$ cat src/sv/srm_pkg.sv
package srm_pkg;

   localparam int DIV_STEPS  = 48;
   localparam int SQRT_STEPS = 32;

   // operand index pairs of a cross product: r[k] = a*b terms 2k minus 2k+1
   localparam int CROSS_A [6] = '{1, 2, 2, 0, 0, 1};
   localparam int CROSS_B [6] = '{2, 1, 0, 2, 1, 0};

   localparam logic [47:0] T_LIMIT  = 48'h7FFF_FFFF_FFFF;
   localparam logic [30:0] DIST_MAX = 31'h7FFF_FFFF;

   typedef struct packed {
      logic [2:0][31:0] v;
      logic [2:0][15:0] d;
   } ray_type;

   typedef struct packed {
      ray_type r1;
      ray_type r2;
   } pair_type;

   typedef struct packed {
      logic [50:0] rem;
      logic [47:0] quo;
      logic [47:0] feed;
      logic        neg;
      logic        ovf;
   } div_lane_type;

   typedef struct packed {
      logic         valid;
      pair_type     pair;
      logic [50:0]  s;
      logic         par;
      div_lane_type l1;
      div_lane_type l2;
   } div_type;

   typedef struct packed {
      logic             valid;
      logic [33:0]      rem;
      logic [31:0]      root;
      logic [63:0]      x;
      logic [2:0][31:0] mid;
      logic             flag;
      logic             far;
      logic             par;
   } sqrt_type;

endpackage

$ cat src/sv/srm_sqrt_stage.sv
module srm_sqrt_stage (
   input  logic              clock,
   input  logic              reset,
   input  srm_pkg::sqrt_type din,
   output srm_pkg::sqrt_type dout
);

   srm_pkg::sqrt_type dout_in;
   srm_pkg::sqrt_type dout_ff;
   logic [35:0]       cat_c;
   logic [35:0]       trial_c;
   logic              ge_c;

   // one root bit per stage, two radicand bits shifted in
   always_comb begin
      cat_c        = {din.rem, din.x[63:62]};
      trial_c      = {2'b00, din.root, 2'b01};
      ge_c         = (cat_c >= trial_c);
      dout_in      = din;
      dout_in.rem  = ge_c ? 34'(cat_c - trial_c) : 34'(cat_c);
      dout_in.root = {din.root[30:0], ge_c};
      dout_in.x    = {din.x[61:0], 2'b00};
   end

   always_ff @(posedge clock) begin
      if (reset) begin
         dout_ff.valid <= 1'b0;
      end else begin
         dout_ff <= dout_in;
      end
   end

   assign dout = dout_ff;

endmodule

$ cat config.mk
export PLATFORM = sky130hd
export DESIGN_NAME = srm_sqrt_stage
export DESIGN_NICKNAME = d
export VERILOG_FILES = /design/src/sv/srm_pkg.sv /design/src/sv/srm_sqrt_stage.sv
export SDC_FILE = /design/constraint.sdc
export NUM_CORES = 1
export LEC_CHECK = 0
export BUFFER_PORTS_ARGS = -buffer_cell sky130_fd_sc_hd__clkbuf_2
export CORE_AREA = 5 5 175 177
export DETAILED_ROUTE_END_ITERATION = 10
export DIE_AREA = 0 0 180 182
export GPL_TIMING_DRIVEN = 0
export HOLD_SLACK_MARGIN = 0.02
export PLACE_DENSITY_LB_ADDON = 0.1
export REMOVE_ABC_BUFFERS = 1
export SLEW_MARGIN = 20
export SYNTH_ARGS = -nofsm -noshare
export SYNTH_HDL_FRONTEND = slang
export SYNTH_SLANG_ARGS = --single-unit
$ cat constraint.sdc
create_clock -name clock -period 14.2 [get_ports clock]
set_clock_uncertainty 0.15 [all_clocks]
set_input_delay 4.26 -clock clock [delete_from_list [all_inputs] [get_ports clock]]
set_output_delay 4.26 -clock clock [all_outputs]
set_load 0.05 [all_outputs]
==> results of run 1 <==
## metal layers
metal | wire length, um | vias to the layer above | global-route usage, % | share of wire [%]
met4 | 361 | 6 | 3.35 | 1.2
met5 | 41 | - | 0 | 0.14
li1 | - | 3216 | - | -
met1 | 11100 | 3120 | 19.3 | 37
met3 | 2490 | 32 | 5.69 | 8.4
met2 | 15600 | 255 | 31.5 | 53
## cells by family (layout without fill, tap and decap cells)
logic type	Yosys count	in the layout
DFF	228	228
AOI/OAI and AO/OA	130	130
and+or+nand+nor	114	114
buffers and inverters	59	552
adders and majority gates	34	34
xor gates and xnor gates	28	28
muxes	6	6
other	1	3
## layout by cell type (no fill, tap or decap), drive strengths merged, types with 4 or more instances in the layout
| cell | instances |
|---|---|
| clkbuf | 489 |
| edfxtp | 227 |
| nand2 | 49 |
| o21ai | 45 |
| inv | 44 |
| ha | 34 |
| a21oi | 25 |
| a21o | 22 |
| nor2 | 17 |
| xor2 | 16 |
| xnor2 | 12 |
| clkinv | 9 |
| nand4 | 8 |
| nor3 | 8 |
| and3 | 6 |
| and2 | 6 |
| nand2b | 6 |
| a31oi | 5 |
| nand3 | 4 |
| clkinvlp | 4 |
| bufinv | 4 |
## critical path, delay by kind of cell
kind            cells  cell delay (ns)
fa+ha+maj           1             0.39
compound gates      5             2.01
mux                 1             0.36
buf+inv             3             0.27
## power by group through the flow
stage | clock network, mW | logic (mW) | registers [mW]
after global placement | 0 | 0.448 | 0.850
final | 0.677 | 0.446 | 0.828
after floorplan | 0 | 0.0998 | 1.07
after CTS | 0.700 | 0.452 | 0.828
after global routing | 0.732 | 0.471 | 0.834
after detailed placement | 0 | 0.451 | 0.842
## how the worst max path moves through the flow
| stage | end | cells after the start |
|---|---|---|
| finish | dout[227]$_DFFE_PN_ | 10 |
| global route | dout[227]$_DFFE_PN_ | 10 |
| CTS | dout[227]$_DFFE_PN_ | 10 |
| detailed placement | dout[227]$_DFFE_PN_ | 10 |
| global placement | dout[219]$_DFFE_PN_ | 2 |
| floorplan | dout[0]$_DFFE_PN_ | 1 |
## final cells by class
class                      instances  share of cell area, %
tap                              390                   3.78
multi-input combinational        314                   16.9
clock buffer                      30                   5.32
antenna                            1                 0.0194
inverter                          44                   1.34
sequential                       228                   53.0
timing repair buffer             461                   18.2
clock inverter                    17                   1.45
## metrics by stage
stage                     setup slack, ns  power (mW)  utilization (%)
after global placement               2.58        1.30             41.1
final                                7.01        1.95             44.4
after detailed placement             6.43        1.29             41.4
after global routing                 6.71        2.04             44.4
after floorplan                      4.84        1.17                -
after CTS                            6.97        1.98             44.4
==> impl_metrics.csv, run 1 <==
group,metric,value,unit
synth,synth_top_area_cell,"edfxtp_1",
timing,max_freq,139,MHz
cells_and_area,n_fill_cell,2775,
floorplan,die_width,180,um
critical_path,cp_max_fo,61,
job,cap_violations,0,
min_path,worstHoldEndpoint,"dout[75]$_DFFE_PN_",
timing,slew_headroom,54.3,%
cells_and_area,final_cell_area,12900,um^2
synth,synth_top_family_by_area,"compound AO/OA/AOI/OAI gates",
power,switching_share,31.4,%
global_routing,antenna_found_initial,4,
place,place_congestion,0.813,
synth,synth_top_area_share,73.7,%
critical_path,cp-start-kind,"input port",
timing,period_needed,7.19,ns
critical_path,path_cells,"clkbuf_2, inv_1, ha_1, a21o_1, o41ai_1, o211ai_1, a211oi_1, o21a_4, inv_2, mux2_1",
clocking,clockRootBuffer,"clkbuf_16",
synth,netlist_top_cells_area,"edfxtp_1 74%, ha_1 4.6%, nand2_1 2.0%, inv_1 1.7%, a21o_1 1.7%",
clocking,holdBufCountCts,0,
min_path,min_path_type,"in -> reg",
floorplan,start_util,31.8,%
synth,synthFlopType,"edfxtp_1",
power,pwr-share-clk,34.7,%
synth,synthMuxAreaShare,0.690,%
cells_and_area,area.sequential,6840,um^2
route,dr.pass1.iters,4,
power,cellPowerDensity,151,nW/um^2
synth,ys_warn_count,0,
critical_path,critPathArrivalTime,7.29,ns
power,p_comb_share,22.8,%
synth,synth_common_cells,"227 x edfxtp_1, 49 x nand2_1, 43 x inv_1, 34 x ha_1, 27 x o21ai_1",
synth,seq_area_frac_synth,74.0,%
place,port_buffers,459,
synth,ys_types,61,
route,routedWlPerCell,20.0,um
critical_path,crit_type,"in -> reg",
route,viasPerCell,4.46,
timing,finalHoldViolCount,0,
power,p_seq_share,42.5,%
power,vdd.ir_drop.worst,0.0000898,V
clocking,cts_tree,"yes",
clocking,clock_sinks,228,
critical_path,cp-end-kind,"register",
synth,synth_compound_area_share,9.64,%
clocking,ctsResizeCount,0,
min_path,min_delay_path_depth,1,
global_routing,grt_pass1_vias,6607,
clocking,cts_buffers,26,
min_path,min-delay-start,"din[75]",
synth,synthXorXnorAreaFrac,2.65,%
synth,synthAdderAreaFrac,4.60,%
route,vias,6629,
timing,setup_tns,0,ns
clocking,cts_htree_levels,1,
critical_path,crit_path_top_delay_cell,"o21a_4",
synth,synthCells,600,
clocking,cts_buffer_depth,3,
place,hpwl,23.8,mm
cells_and_area,layout.cells.non_filler,1485,
power,power.leakage,5.77,nW
timing,tightest_slew,0.685,ns
timing,finalCritPeriodShare,50.6,%
synth,ys_async_sr_fraction,0,%
cells_and_area,final_nets,1341,
critical_path,required,14.31,ns
synth,synth.avg_cell_area,15.4,um^2
clocking,path_clk_slew,0.06,ns
synth,synth-seq-cells,228,
global_routing,grt_pass1_wl,42.7,mm
global_routing,track_usage,17.1,%
clocking,cts_setup_buffers,0,
synth,synth_edf_count,227,
critical_path,startpoint,"din[170]",
synth,post-synth-top-count-cell,"edfxtp_1",
critical_path,crit_path_max_incr_delay,0.63,ns
timing,hold_ws,3.77,ns
route,drtIter0Drc,304,
route,antenna_left,0,
timing,setup_viol,0,
cells_and_area,multi_input_area,2180,um^2
power,p_switching,612,uW
place,placed_cell_area,12000,um^2
route,totalWireLength,29.6,mm
place,placed_cells_incl_taps,1437,
synth,synth-simple-area-share,5.86,%
timing,slew_viol_final,0,
floorplan,pin_count,462,
global_routing,grt_overflow,0,
floorplan,die_area,32800,um^2
cells_and_area,largest_reg_flops,228,
floorplan,coreArea,29100,um^2
power,internal-power,1.34,mW
cells_and_area,area_growth,39.6,%
cells_and_area,drive_gt1_share,47.1,%
route,drcViolationCount,0,
timing,rsz0062_at_grt,"no",
floorplan,die_h,182,um
synth,syn_area,9240,um^2
floorplan,rows,63,
global_routing,grt_max_degree,100,
status,outcome,"completed",
Note: power is estimated with default switching activity, not from simulation.
==> run 2, diff against run 1 <==
Settings changed: CORE_AREA 5 5 175 177 to 5 5 176 178, DIE_AREA 0 0 180 182 to 0 0 181 183.
Clock period 14.2 ns to 6.9 ns, I/O delays scaled along.
==> impl_metrics.csv, run 2 (same netlist as run 1, synthesis figures left out) <==
group,metric,value,unit
timing,period_needed,5.04,ns
global_routing,antenna_found_initial,4,
cells_and_area,largest_reg_flops,228,
critical_path,cp_max_fo,61,
critical_path,cp-end-kind,"register",
floorplan,pin_count,462,
place,placed_cells_incl_taps,1437,
power,vdd.ir_drop.worst,0.000170,V
timing,setup_viol,0,
timing,finalCritPeriodShare,73.0,%
floorplan,start_util,31.6,%
global_routing,grt_overflow,0,
cells_and_area,area_growth,40.3,%
place,hpwl,24.3,mm
floorplan,rows,63,
timing,setup_tns,0,ns
global_routing,track_usage,17.1,%
min_path,min_path_type,"in -> reg",
route,viasPerCell,4.48,
critical_path,cp-start-kind,"input port",
route,wl_met1,11.3,mm
timing,tightest_slew,0.701,ns
cells_and_area,final_nets,1342,
floorplan,die_width,181,um
global_routing,grt_pass1_vias,6676,
route,wl_met2,15.5,mm
route,highest_layer,"met5",
power,cellPowerDensity,316,nW/um^2
timing,slew_headroom,53.3,%
critical_path,critPathArrivalTime,5.16,ns
clocking,holdBufCountCts,0,
cells_and_area,final_cell_mix,"459 x clkbuf_2, 227 x edfxtp_1, 49 x nand2_1",
floorplan,die_h,183,um
route,drtIter0Drc,357,
clocking,clock_sinks,228,
power,power.leakage,5.79,nW
critical_path,crit_buf_inv,3,
place,dp_slack,1.25,ns
global_routing,grt_max_degree,83,
route,met3WireLength,2.66,mm
clocking,path_clk_slew,0.06,ns
cells_and_area,final_util,44.3,%
critical_path,crit_type,"in -> reg",
clocking,cts_htree_levels,1,
timing,slew_viol_final,0,
global_routing,grt_pass1_wl,43.3,mm
floorplan,coreArea,29200,um^2
critical_path,required,7.02,ns
clocking,cts_setup_buffers,0,
clocking,cts_buffers,27,
route,drcViolationCount,0,
status,outcome,"completed",
timing,finalHoldViolCount,0,
route,antenna_left,0,
timing,hold_ws,1.57,ns
cells_and_area,diodes,0,
critical_path,crit_path_max_incr_delay,0.65,ns
timing,worst_slack,1.86,ns
route,dr.pass1.iters,5,
cells_and_area,drive_gt1_share,47.5,%
clocking,ctsResizeCount,0,
cells_and_area,final_common_cell,"clkbuf_2",
place,place_congestion,0.828,
cells_and_area,layout.cells.non_filler,1487,
route,totalWireLength,30.0,mm
timing,rsz0062_at_grt,"no",
clocking,clockRootBuffer,"clkbuf_16",
critical_path,path_cells,"clkbuf_2, inv_1, ha_1, a21o_1, o41ai_1, o211ai_1, a211oi_1, o21a_4, inv_2, mux2_1",
route,routedWlPerCell,20.1,um
route,vias,6655,
place,port_buffers,459,
clocking,cts_tree,"yes",
critical_path,crit_path_top_delay_cell,"o21a_4",
job,cap_violations,0,
critical_path,cpLargestDelayFamily,"compound AO/OA/AOI/OAI gates",
clocking,cts_buffer_depth,3,
timing,max_freq,199,MHz
floorplan,die_area,33100,um^2
run 2: path summary, 6_finish.rpt:
| check | from | to | slack, ns | depth (start not counted) |
|---|---|---|---|---|
| hold / removal | din[127] | dout[129]$_DFFE_PN_ | 1.57 | 1 |
| setup / recovery | din[170] | dout[227]$_DFFE_PN_ | 1.86 | 10 |
run 2: power by group:
part	switching (mW)	total (mW)	internal, mW
Clock	0.562	1.47	0.909
Sequential	0.0314	1.71	1.67
Combinational	0.695	0.917	0.222
run 2: layout make-up:
class | count | area [um^2]
fill | 2828 | 16300
sequential | 228 | 6840
timing repair buffer | 461 | 2350
multi-input combinational | 314 | 2180
clock buffer | 30 | 687
tap | 390 | 488
clock inverter | 20 | 249
inverter | 44 | 173
run 2: per-stage QoR:
stage	cell area (um^2)	power, mW
after floorplan	9180	2.40
after CTS	13000	4.17
final	13000	4.09
after global placement	12000	2.67
after detailed placement	12000	2.66
after global routing	13000	4.28
run 2: metal layers:
metal	up-vias	global-route usage [%]
met5	-	0
met4	8	3.06
met3	34	6.21
met2	242	31.2
met1	3136	19.5
li1	3235	-
