==> config.mk <==
export PLATFORM = sky130hd
export DESIGN_NAME = srm_div_stage
export DESIGN_NICKNAME = d
export VERILOG_FILES = /design/src/sv/srm_pkg.sv /design/src/sv/srm_div_stage.sv
export SDC_FILE = /design/constraint.sdc
export NUM_CORES = 1
export LEC_CHECK = 0
export CAP_MARGIN = 30
export CORE_AREA = 2 2 499 501
export CTS_BUF_LIST = sky130_fd_sc_hd__clkbuf_8 sky130_fd_sc_hd__clkbuf_16
export DETAILED_ROUTE_END_ITERATION = 16
export DIE_AREA = 0 0 501 503
export DONT_BUFFER_PORTS = 1
export PLACE_DENSITY_LB_ADDON = 0.05
export SYNTH_ARGS = -nofsm -noshare
export SYNTH_HDL_FRONTEND = slang
export SYNTH_SLANG_ARGS = --single-unit
export TNS_END_PERCENT = 10
==> constraint.sdc <==
create_clock -name clock -period 18.5 [get_ports clock]
set_input_delay 1.85 -clock clock [delete_from_list [all_inputs] [get_ports clock]]
set_output_delay 1.85 -clock clock [all_outputs]
set_load 0.03 [all_outputs]
==> src/sv/srm_pkg.sv <==
package srm_pkg;

   localparam int DIV_STEPS  = 48;
   localparam int SQRT_STEPS = 32;

   // operand index pairs of a cross product: r[k] = a*b terms 2k minus 2k+1
   localparam int CROSS_A [6] = '{1, 2, 2, 0, 0, 1};
   localparam int CROSS_B [6] = '{2, 1, 0, 2, 1, 0};

   localparam logic [47:0] T_LIMIT  = 48'h7FFF_FFFF_FFFF;
   localparam logic [30:0] DIST_MAX = 31'h7FFF_FFFF;

   typedef struct packed {
      logic [2:0][31:0] v;
      logic [2:0][15:0] d;
   } ray_type;

   typedef struct packed {
      ray_type r1;
      ray_type r2;
   } pair_type;

   typedef struct packed {
      logic [50:0] rem;
      logic [47:0] quo;
      logic [47:0] feed;
      logic        neg;
      logic        ovf;
   } div_lane_type;

   typedef struct packed {
      logic         valid;
      pair_type     pair;
      logic [50:0]  s;
      logic         par;
      div_lane_type l1;
      div_lane_type l2;
   } div_type;

   typedef struct packed {
      logic             valid;
      logic [33:0]      rem;
      logic [31:0]      root;
      logic [63:0]      x;
      logic [2:0][31:0] mid;
      logic             flag;
      logic             far;
      logic             par;
   } sqrt_type;

endpackage

==> src/sv/srm_div_stage.sv <==
module srm_div_stage (
   input  logic             clock,
   input  logic             reset,
   input  srm_pkg::div_type din,
   output srm_pkg::div_type dout
);

   srm_pkg::div_type dout_in;
   srm_pkg::div_type dout_ff;

   // one restoring quotient bit per lane
   function automatic srm_pkg::div_lane_type div_step(srm_pkg::div_lane_type l,
                                                      logic [50:0] s);
      srm_pkg::div_lane_type r;
      logic [51:0]           cat;
      logic                  ge;
      cat    = {l.rem, l.feed[47]};
      ge     = (cat >= {1'b0, s});
      r      = l;
      r.rem  = ge ? 51'(cat - {1'b0, s}) : 51'(cat);
      r.quo  = {l.quo[46:0], ge};
      r.feed = {l.feed[46:0], 1'b0};
      return r;
   endfunction

   always_comb begin
      dout_in    = din;
      dout_in.l1 = div_step(din.l1, din.s);
      dout_in.l2 = div_step(din.l2, din.s);
   end

   always_ff @(posedge clock) begin
      if (reset) begin
         dout_ff.valid <= 1'b0;
      end else begin
         dout_ff <= dout_in;
      end
   end

   assign dout = dout_ff;

endmodule

==> qor.yml, run 1 <==
netlist_top_cells_count: "edfxtp_1, a21oi_1, nand2_1"
crit_arrival_ns: 6.55
outcome: "completed"
synthArstFlopShare: 0
fp-row-count: 183
overflow: 0
cts-resized-gates: 0
yosys-top-cells-area: "edfxtp_1, ha_1, a21oi_1"
leakagePower_nw: 11.2
cts_max_level: 3
antenna_found_initial: 137
start_kind: "input port"
maxSlewViolCount: 0
fmax_mhz: 163
cp-end-kind: "register"
final_cells: 5187
synth.most_common_cell: "edfxtp_1"
grt_first_pass_wirelength_mm: 211
synth.cell_area_mm2: 0.0263
clk_path_buf_depth: 3
rsz0062_at_grt: "no"
via_per_inst: 3.19
synth_seq_area_share: 0.727
critical_path.endpoint: "dout[116]"
synth_top_area_cell: "edfxtp_1"
cts_tree: "done"
vias: 16542
chipHeight_um: 503
ys_ff_latch: 637
globalRouteTotalUtil: 0.131
core_mm2: 0.247
yosysUniqueCellTypes: 75
cp-startpoint: "din[326]"
gp_congestion: 0.769
syn_to_final_growth_pct: 28.0
num-fill-cells: 27328
hold_buffers: 0
postCtsSetupRepairBufs: 0
ant_nets: 0
dp_hpwl_mm: 145
required_ns: 18.93
avgSynthCellArea_um2: 14.9
cap_viol_max_count: 0
hp-class: "in -> reg"
layout_min_cycle_time_ns: 6.12
drcViolationCount: 0
vdd_drop_max_mv: 0.0724
drt_iter0_drc: 1222
start_util: 0.106
nNetsFinal: 2566
clk_pin_slew_ns: 0.06
grt_max_degree: 153
totalWireLength_mm: 174
clock-sinks: 637
cp_max_fo: 54
place_ws_ns: 10.97
timing.final.crit_share: 0.331
final_hold_viol_count: 0
ios: 1280
port_buffers: 0
yosys.area.top_type_share: 0.727
numCtsBuffers: 91
synthesis.instances: 1768
setup_violations: 0
drive_above_1_share: 0.107
power_density_mw_per_mm2: 133
root_buffer: "clkbuf_16"
slew_headroom: 0.243
die_x_um: 501
worstMarginPinSlew_ns: 1.14
dp.cells: 4965
dieArea_mm2: 0.252
grt_pass1_vias: 16535
largest_reg_flops: 637
synth_edf_count: 636
ys_warn_count: 0
layout_setup_ws_ns: 12.38
crit_type: "in -> reg"
first_pass_iters: 5
wire_per_inst_um: 33.5
setup_tns_ns: 0
synth-main-ff-cell: "edfxtp_1"
-- cell families (layout without fill, tap and decap cells) --
group	Yosys count	after routing	synth area share
DFF	637	637	0.727
AOI/OAI and AO/OA	413	413	0.0967
and+or+nand+nor	368	368	0.0657
buffers and inverters	136	265	0.0221
adders and majority gates	104	104	0.0501
xor gates and xnor gates	93	93	0.0310
muxes	16	16	0.00681
other	1	54	0.000143
-- power by group --
group	internal, mW	switching, mW
sequential	1.76	0.427
clock	1.15	0.790
combinational	0.116	0.233
-- metrics by stage --
step	power [mW]	area (um2)	util	hold WS, ns
after CTS	4.60	33500	0.136	1.04
final	4.47	33600	0.136	1.16
after floorplan	2.36	26300	-	1.92
after global placement	2.61	30200	0.122	1.93
after global routing	4.66	33500	0.136	1.07
after detailed placement	2.60	30200	0.122	1.93
-- worst max-delay path, stage by stage --
cell      delay (ns)
inv_1           0.14
ha_1            0.37
buf_4           0.18
nand3_1         0.12
nor3_1          0.35
nand4_1         0.50
a21oi_1         0.72
o21ai_0         0.30
a21oi_1         0.35
a21boi_2        0.17
o211ai_4        0.31
buf_4           0.58
mux2_2          0.42
-- area by class of cell --
| cell class | count | area, um2 | area share |
|---|---|---|---|
| sequential | 637 | 19100 | 0.568 |
| multi-input combinational | 996 | 6600 | 0.196 |
| tap | 3237 | 4050 | 0.120 |
| clock buffer | 97 | 2370 | 0.0705 |
| clock inverter | 73 | 900 | 0.0267 |
| inverter | 76 | 293 | 0.00871 |
| timing repair buffer | 19 | 168 | 0.00498 |
| antenna | 52 | 130 | 0.00387 |
-- cell usage in the layout (no fill, tap or decap), drive strengths merged, types with 5 or more instances in the layout --
cell type,n
a211oi,9
nor2b,15
and4,6
nor2,85
nand3,29
o31ai,5
diode,52
a21boi,7
o21ai,113
bufinv,15
buf,19
edfxtp,636
inv,90
o21a,8
nand4,23
clkbuf,97
clkinvlp,9
a21o,47
o211ai,12
or3,5
clkinv,35
o21bai,11
ha,102
xor2,41
nand2b,16
and2,5
nand2,138
a31oi,18
nor3,13
mux2,15
and3,19
a21oi,144
xnor2,52
or2,5
-- worst min path at each step --
stage | startpoint | end | slack, ns | cells after the start
after floorplan | reset | dout[638] | 1.92 | 1
after global placement | reset | dout[638] | 1.93 | 1
after detailed placement | reset | dout[638] | 1.93 | 1
after CTS | din[86] | dout[87] | 1.04 | 0
after global routing | din[86] | dout[87] | 1.07 | 0
final | reset | dout[638] | 1.16 | 1
-- per-layer routing --
metal | routed length [um] | share of wire | track usage | vias to the layer above
met1 | 58100 | 0.33 | 0.126 | 8444
met2 | 91800 | 0.53 | 0.241 | 866
met5 | 716 | 0.0041 | 0 | -
li1 | - | - | - | 6876
met4 | 3560 | 0.020 | 0.0294 | 106
met3 | 19700 | 0.11 | 0.0731 | 250
Power figures use the tool's default switching activity.
==> run 2: changes to the inputs <==
==> constraint.sdc (replaced) <==
create_clock -name clock -period 5.86 [get_ports clock]
set_input_delay 0.586 -clock clock [delete_from_list [all_inputs] [get_ports clock]]
set_output_delay 0.586 -clock clock [all_outputs]
set_load 0.03 [all_outputs]
==> run 2 against run 1 <==
Compared with the run above:
- global-route usage is 0.17 points higher
- die area stayed put
- non-clock buffer count is 579 higher
- worst hold slack worse by 1.1 ns
- wire length is 1.1% higher
- combinational power grew to 4.3 times the previous value
- core utilization is 2.2 points higher
- first-iteration DRC count is 3.6% lower
- clock power grew to 2.9 times the previous value
- design area is 17% higher
- critical endpoint is now dout[120]
==> qor.yml, run 2 (same netlist as run 1, synthesis figures left out) <==
core_mm2: 0.247
cp_max_fo: 33
grt_max_degree: 128
first_pass_iters: 5
timing.final.crit_share: 0.634
drive_above_1_share: 0.0823
clk_pin_slew_ns: 0.07
layout_min_cycle_time_ns: 3.71
power_density_mw_per_mm2: 359
cts-resized-gates: 0
gp_congestion: 0.777
start_util: 0.106
clk_path_buf_depth: 3
cts_tree: "done"
root_buffer: "clkbuf_16"
setup_violations: 0
cts_max_level: 3
outcome: "completed"
overflow: 0
leakagePower_nw: 13.5
path_cells: "inv_1 -> ha_1 -> nand4_1 -> nor2_1 -> a21oi_1 -> a21oi_1 -> o21ai_0 -> buf_4 -> a21oi_1 -> a21boi_2 -> o211ai_4 -> buf_12 -> mux2_2"
fp-row-count: 183
rsz0062_at_grt: "no"
ios: 1280
cp-end-kind: "register"
mostFrequentLayoutCells: "edfxtp_1, dlygate4sd3_1, a21oi_1"
antenna_found_initial: 81
postCtsSetupRepairBufs: 0
crit_top_cell: "a21oi_1"
die_x_um: 501
critPathMaxStageDelay_ns: 0.42
dp_hpwl_mm: 143
final_common_cell: "edfxtp_1"
numCtsBuffers: 91
port_buffers: 0
crit_arrival_ns: 4.17
fmax_mhz: 269
dieArea_mm2: 0.252
ant_nets: 0
clock-sinks: 637
nNetsFinal: 3145
final_hold_viol_count: 0
place_ws_ns: 1.27
slew_headroom: 0.261
largest_reg_flops: 637
drcViolationCount: 0
layout_setup_ws_ns: 2.15
grt_pass1_vias: 19104
vdd_drop_max_mv: 0.195
maxSlewViolCount: 0
totalWireLength_mm: 176
final-seq-area_mm2: 0.0191
drt_iter0_drc: 1178
crit_type: "in -> reg"
start_kind: "input port"
grt_first_pass_wirelength_mm: 218
via_per_inst: 3.19
hold_buffers: 566
hold_ws_ns: 0.101
hp-class: "in -> reg"
wire_per_inst_um: 30.5
cp_slowest_cell: "ha_1"
num-fill-cells: 27207
critPathTopFamily: "compound AO/OA/AOI/OAI gates"
vias: 18380
chipHeight_um: 503
globalRouteTotalUtil: 0.133
required_ns: 6.32
syn_to_final_growth_pct: 49.1
cap_viol_max_count: 0
cp.buffers_inverters: 3
worstMarginPinSlew_ns: 1.11
multiInputGateArea_mm2: 0.00660
==> run 2: power by group <==
group | internal [mW] | switching, mW
logic | 0.634 | 0.868
clock network | 3.22 | 2.44
registers | 5.56 | 1.33
==> run 2: layout make-up <==
type | count | share of cell area
flip-flops and latches | 637 | 0.488
multi-input cells | 996 | 0.169
repair buffers | 598 | 0.153
well taps | 3237 | 0.103
clock buffers | 91 | 0.0581
clock inverters | 80 | 0.0191
inverters | 76 | 0.00738
diodes | 48 | 0.00307
==> run 2: final timing paths <==
kind              startpoint        end  cells past startpoint
setup / recovery    din[308]  dout[120]                     13
hold / removal      din[273]  dout[274]                      2
==> run 2: metal layers <==
layer | global-route usage | vias to the layer above | wire (um)
met3 | 0.0444 | 161 | 14000
met1 | 0.146 | 9273 | 65600
met5 | 0 | - | 190
li1 | - | 8052 | -
met2 | 0.241 | 866 | 91400
met4 | 0.0385 | 28 | 4410
==> run 2: through the flow <==
stage               utilization  instances  setup TNS, ns  power [mW]  area, um2
floorplan                     -       1769       -2897.47        7.41      26300
global placement          0.123       4978              0        8.24      30400
detailed placement        0.123       4978              0        8.20      30400
CTS                       0.158       5715              0        14.5      39100
global route              0.158       5745              0        14.7      39100
finish                    0.159       5763              0        14.1      39200
==> run 3: changes to the inputs <==
==> constraint.sdc (replaced) <==
create_clock -name clock -period 3.8 [get_ports clock]
set_input_delay 0.38 -clock clock [delete_from_list [all_inputs] [get_ports clock]]
set_output_delay 0.38 -clock clock [all_outputs]
set_load 0.03 [all_outputs]
==> run 3 against run 2 <==
Compared with the run above:
- die area is the same
- power grew 58%
- wire length grew 2.9%
- core utilization grew 0.94 points
- global-route usage grew 0.41 points
==> qor.yml, run 3 (same netlist as run 1, synthesis figures left out) <==
chipHeight_um: 503
combinationalPowerShare: 0.123
leakagePower_nw: 14.8
cts_tree: "done"
final_common_cell: "edfxtp_1"
crit_top_cell: "buf_4"
cap_viol_max_count: 0
rsz0062_at_grt: "no"
critPathMaxStageDelay_ns: 0.57
required_ns: 4.39
clk_pin_slew_ns: 0.06
switchingPower_mw: 7.23
gp_congestion: 0.781
vdd_drop_max_mv: 0.324
vias: 19492
post-route-util: 0.168
grt_max_degree: 128
root_buffer: "clkbuf_16"
clk_path_buf_depth: 3
nNetsFinal: 3414
syn_to_final_growth_pct: 57.9
clock-sinks: 637
setup_violations: 0
first_pass_iters: 5
start_util: 0.106
crit_type: "in -> reg"
cp_slowest_cell: "dlygate4sd3_1"
cp-end-kind: "register"
final_hold_viol_count: 0
num-fill-cells: 27080
antenna_found_initial: 77
cts_max_level: 3
grt_first_pass_wirelength_mm: 226
drt_iter0_drc: 1245
overflow: 0
core_mm2: 0.247
die_x_um: 501
dp.cells: 5177
fp-row-count: 183
seqPwrFrac: 0.478
wire_per_inst_um: 30.0
hp-class: "in -> reg"
crit_arrival_ns: 4.22
switching_share: 0.326
totalWireLength_mm: 181
intPower_mw: 15.0
outcome: "completed"
drive_above_1_share: 0.147
globalRouteTotalUtil: 0.137
maxSlewViolCount: 0
setup_tns_ns: 0
slew_headroom: 0.382
ios: 1280
power_density_mw_per_mm2: 535
path_cells: "dlygate4sd3_1 -> ha_1 -> fa_1 -> nor2b_1 -> o2111ai_1 -> nand4b_1 -> a21boi_0 -> buf_4 -> o21ba_2 -> o31ai_4 -> a41oi_4 -> buf_4 -> o21ai_0 -> buf_4"
port_buffers: 0
worstMarginPinSlew_ns: 0.927
drcViolationCount: 0
dieArea_mm2: 0.252
dp_hpwl_mm: 146
fmax_mhz: 275
mostFrequentLayoutCells: "edfxtp_1, dlygate4sd3_1, buf_4"
start_kind: "input port"
cp_max_fo: 14
via_per_inst: 3.24
largest_reg_flops: 637
ant_nets: 0
timing.final.crit_share: 0.956
final_cells: 6024
numCtsBuffers: 92
layout_min_cycle_time_ns: 3.63
p_clk_frac: 0.399
grt_pass1_vias: 20199
-- run 3: cell count changes in the layout (fill, tap and decap cells not counted), moves of 2 or more --
cell           before  now
dlygate4sd3_1     566  635
clkinvlp_4          8   10
diode_2            48   42
buf_4              26  218
buf_12              6   13
o21ai_1            11   13
clkinv_2           18   14
o21ai_0           100   98
bufinv_16           8   10
-- run 3: worst max-delay path: cells and delay by family --
family	cells	cell delay, ns
and+or+nand+nor	2	0.45
AOI/OAI and AO/OA	6	1.58
buffers and inverters	4	1.17
adders and majority gates	2	0.62
-- run 3: what timing repair did --
action | 4_1_cts | 5_1_grt
hold buffers | 635 | 0
gates resized for setup | 0 | 2
hold endpoints to repair | 635 | 0
endpoints found under the setup margin | 0 | 7
buffers inserted | 0 | 0
-- run 3: path summary, 6_finish.rpt --
check,depth (start not counted),startpoint,slack [ns],endpoint
max,14,din[299],0.17,dout[275]
min,2,din[299],0.10,dout[98]
-- run 3: layout make-up --
| cell class | instances | area (um2) | share of cell area |
|---|---|---|---|
| Clock buffer | 92 | 2300 | 0.0555 |
| Tap cell | 3237 | 4050 | 0.0976 |
| Multi-Input combinational cell | 996 | 6600 | 0.159 |
| Clock inverter | 78 | 785 | 0.0189 |
| Inverter | 76 | 289 | 0.00696 |
| Timing Repair Buffer | 866 | 8250 | 0.199 |
| Antenna cell | 42 | 105 | 0.00253 |
| Sequential cell | 637 | 19100 | 0.461 |
-- run 3: routing by layer --
layer  vias to the layer above  share of wire  GRT usage
met3                       194          0.070     0.0405
li1                       8584              -          -
met1                      9814           0.39      0.154
met4                        36          0.020     0.0323
met2                       864           0.52      0.250
met5                         -         0.0013          0
-- run 3: metrics by stage --
stage | area, um2 | total power, mW | hold WS [ns] | worst slack [ns]
after floorplan | 26300 | 11.4 | 0.452 | -6.41
after global placement | 32000 | 13.0 | 0.460 | -0.807
after detailed placement | 32000 | 12.9 | 0.461 | -0.256
after CTS | 41400 | 22.8 | 0.000206 | 0.148
after global routing | 41500 | 23.1 | 0.0577 | 0.00263
final | 41500 | 22.2 | 0.102 | 0.169
-- run 3: power by group through the flow --
stage / Sequential, mW / Combinational [mW] / Clock (mW)
3_3_place_gp: 10.9 / 2.13 / 0
4_1_cts: 10.7 / 2.80 / 9.27
2_1_floorplan: 10.3 / 1.15 / 0
3_5_place_dp: 10.8 / 2.11 / 0
6_report: 10.6 / 2.72 / 8.87
5_1_grt: 10.7 / 2.99 / 9.48
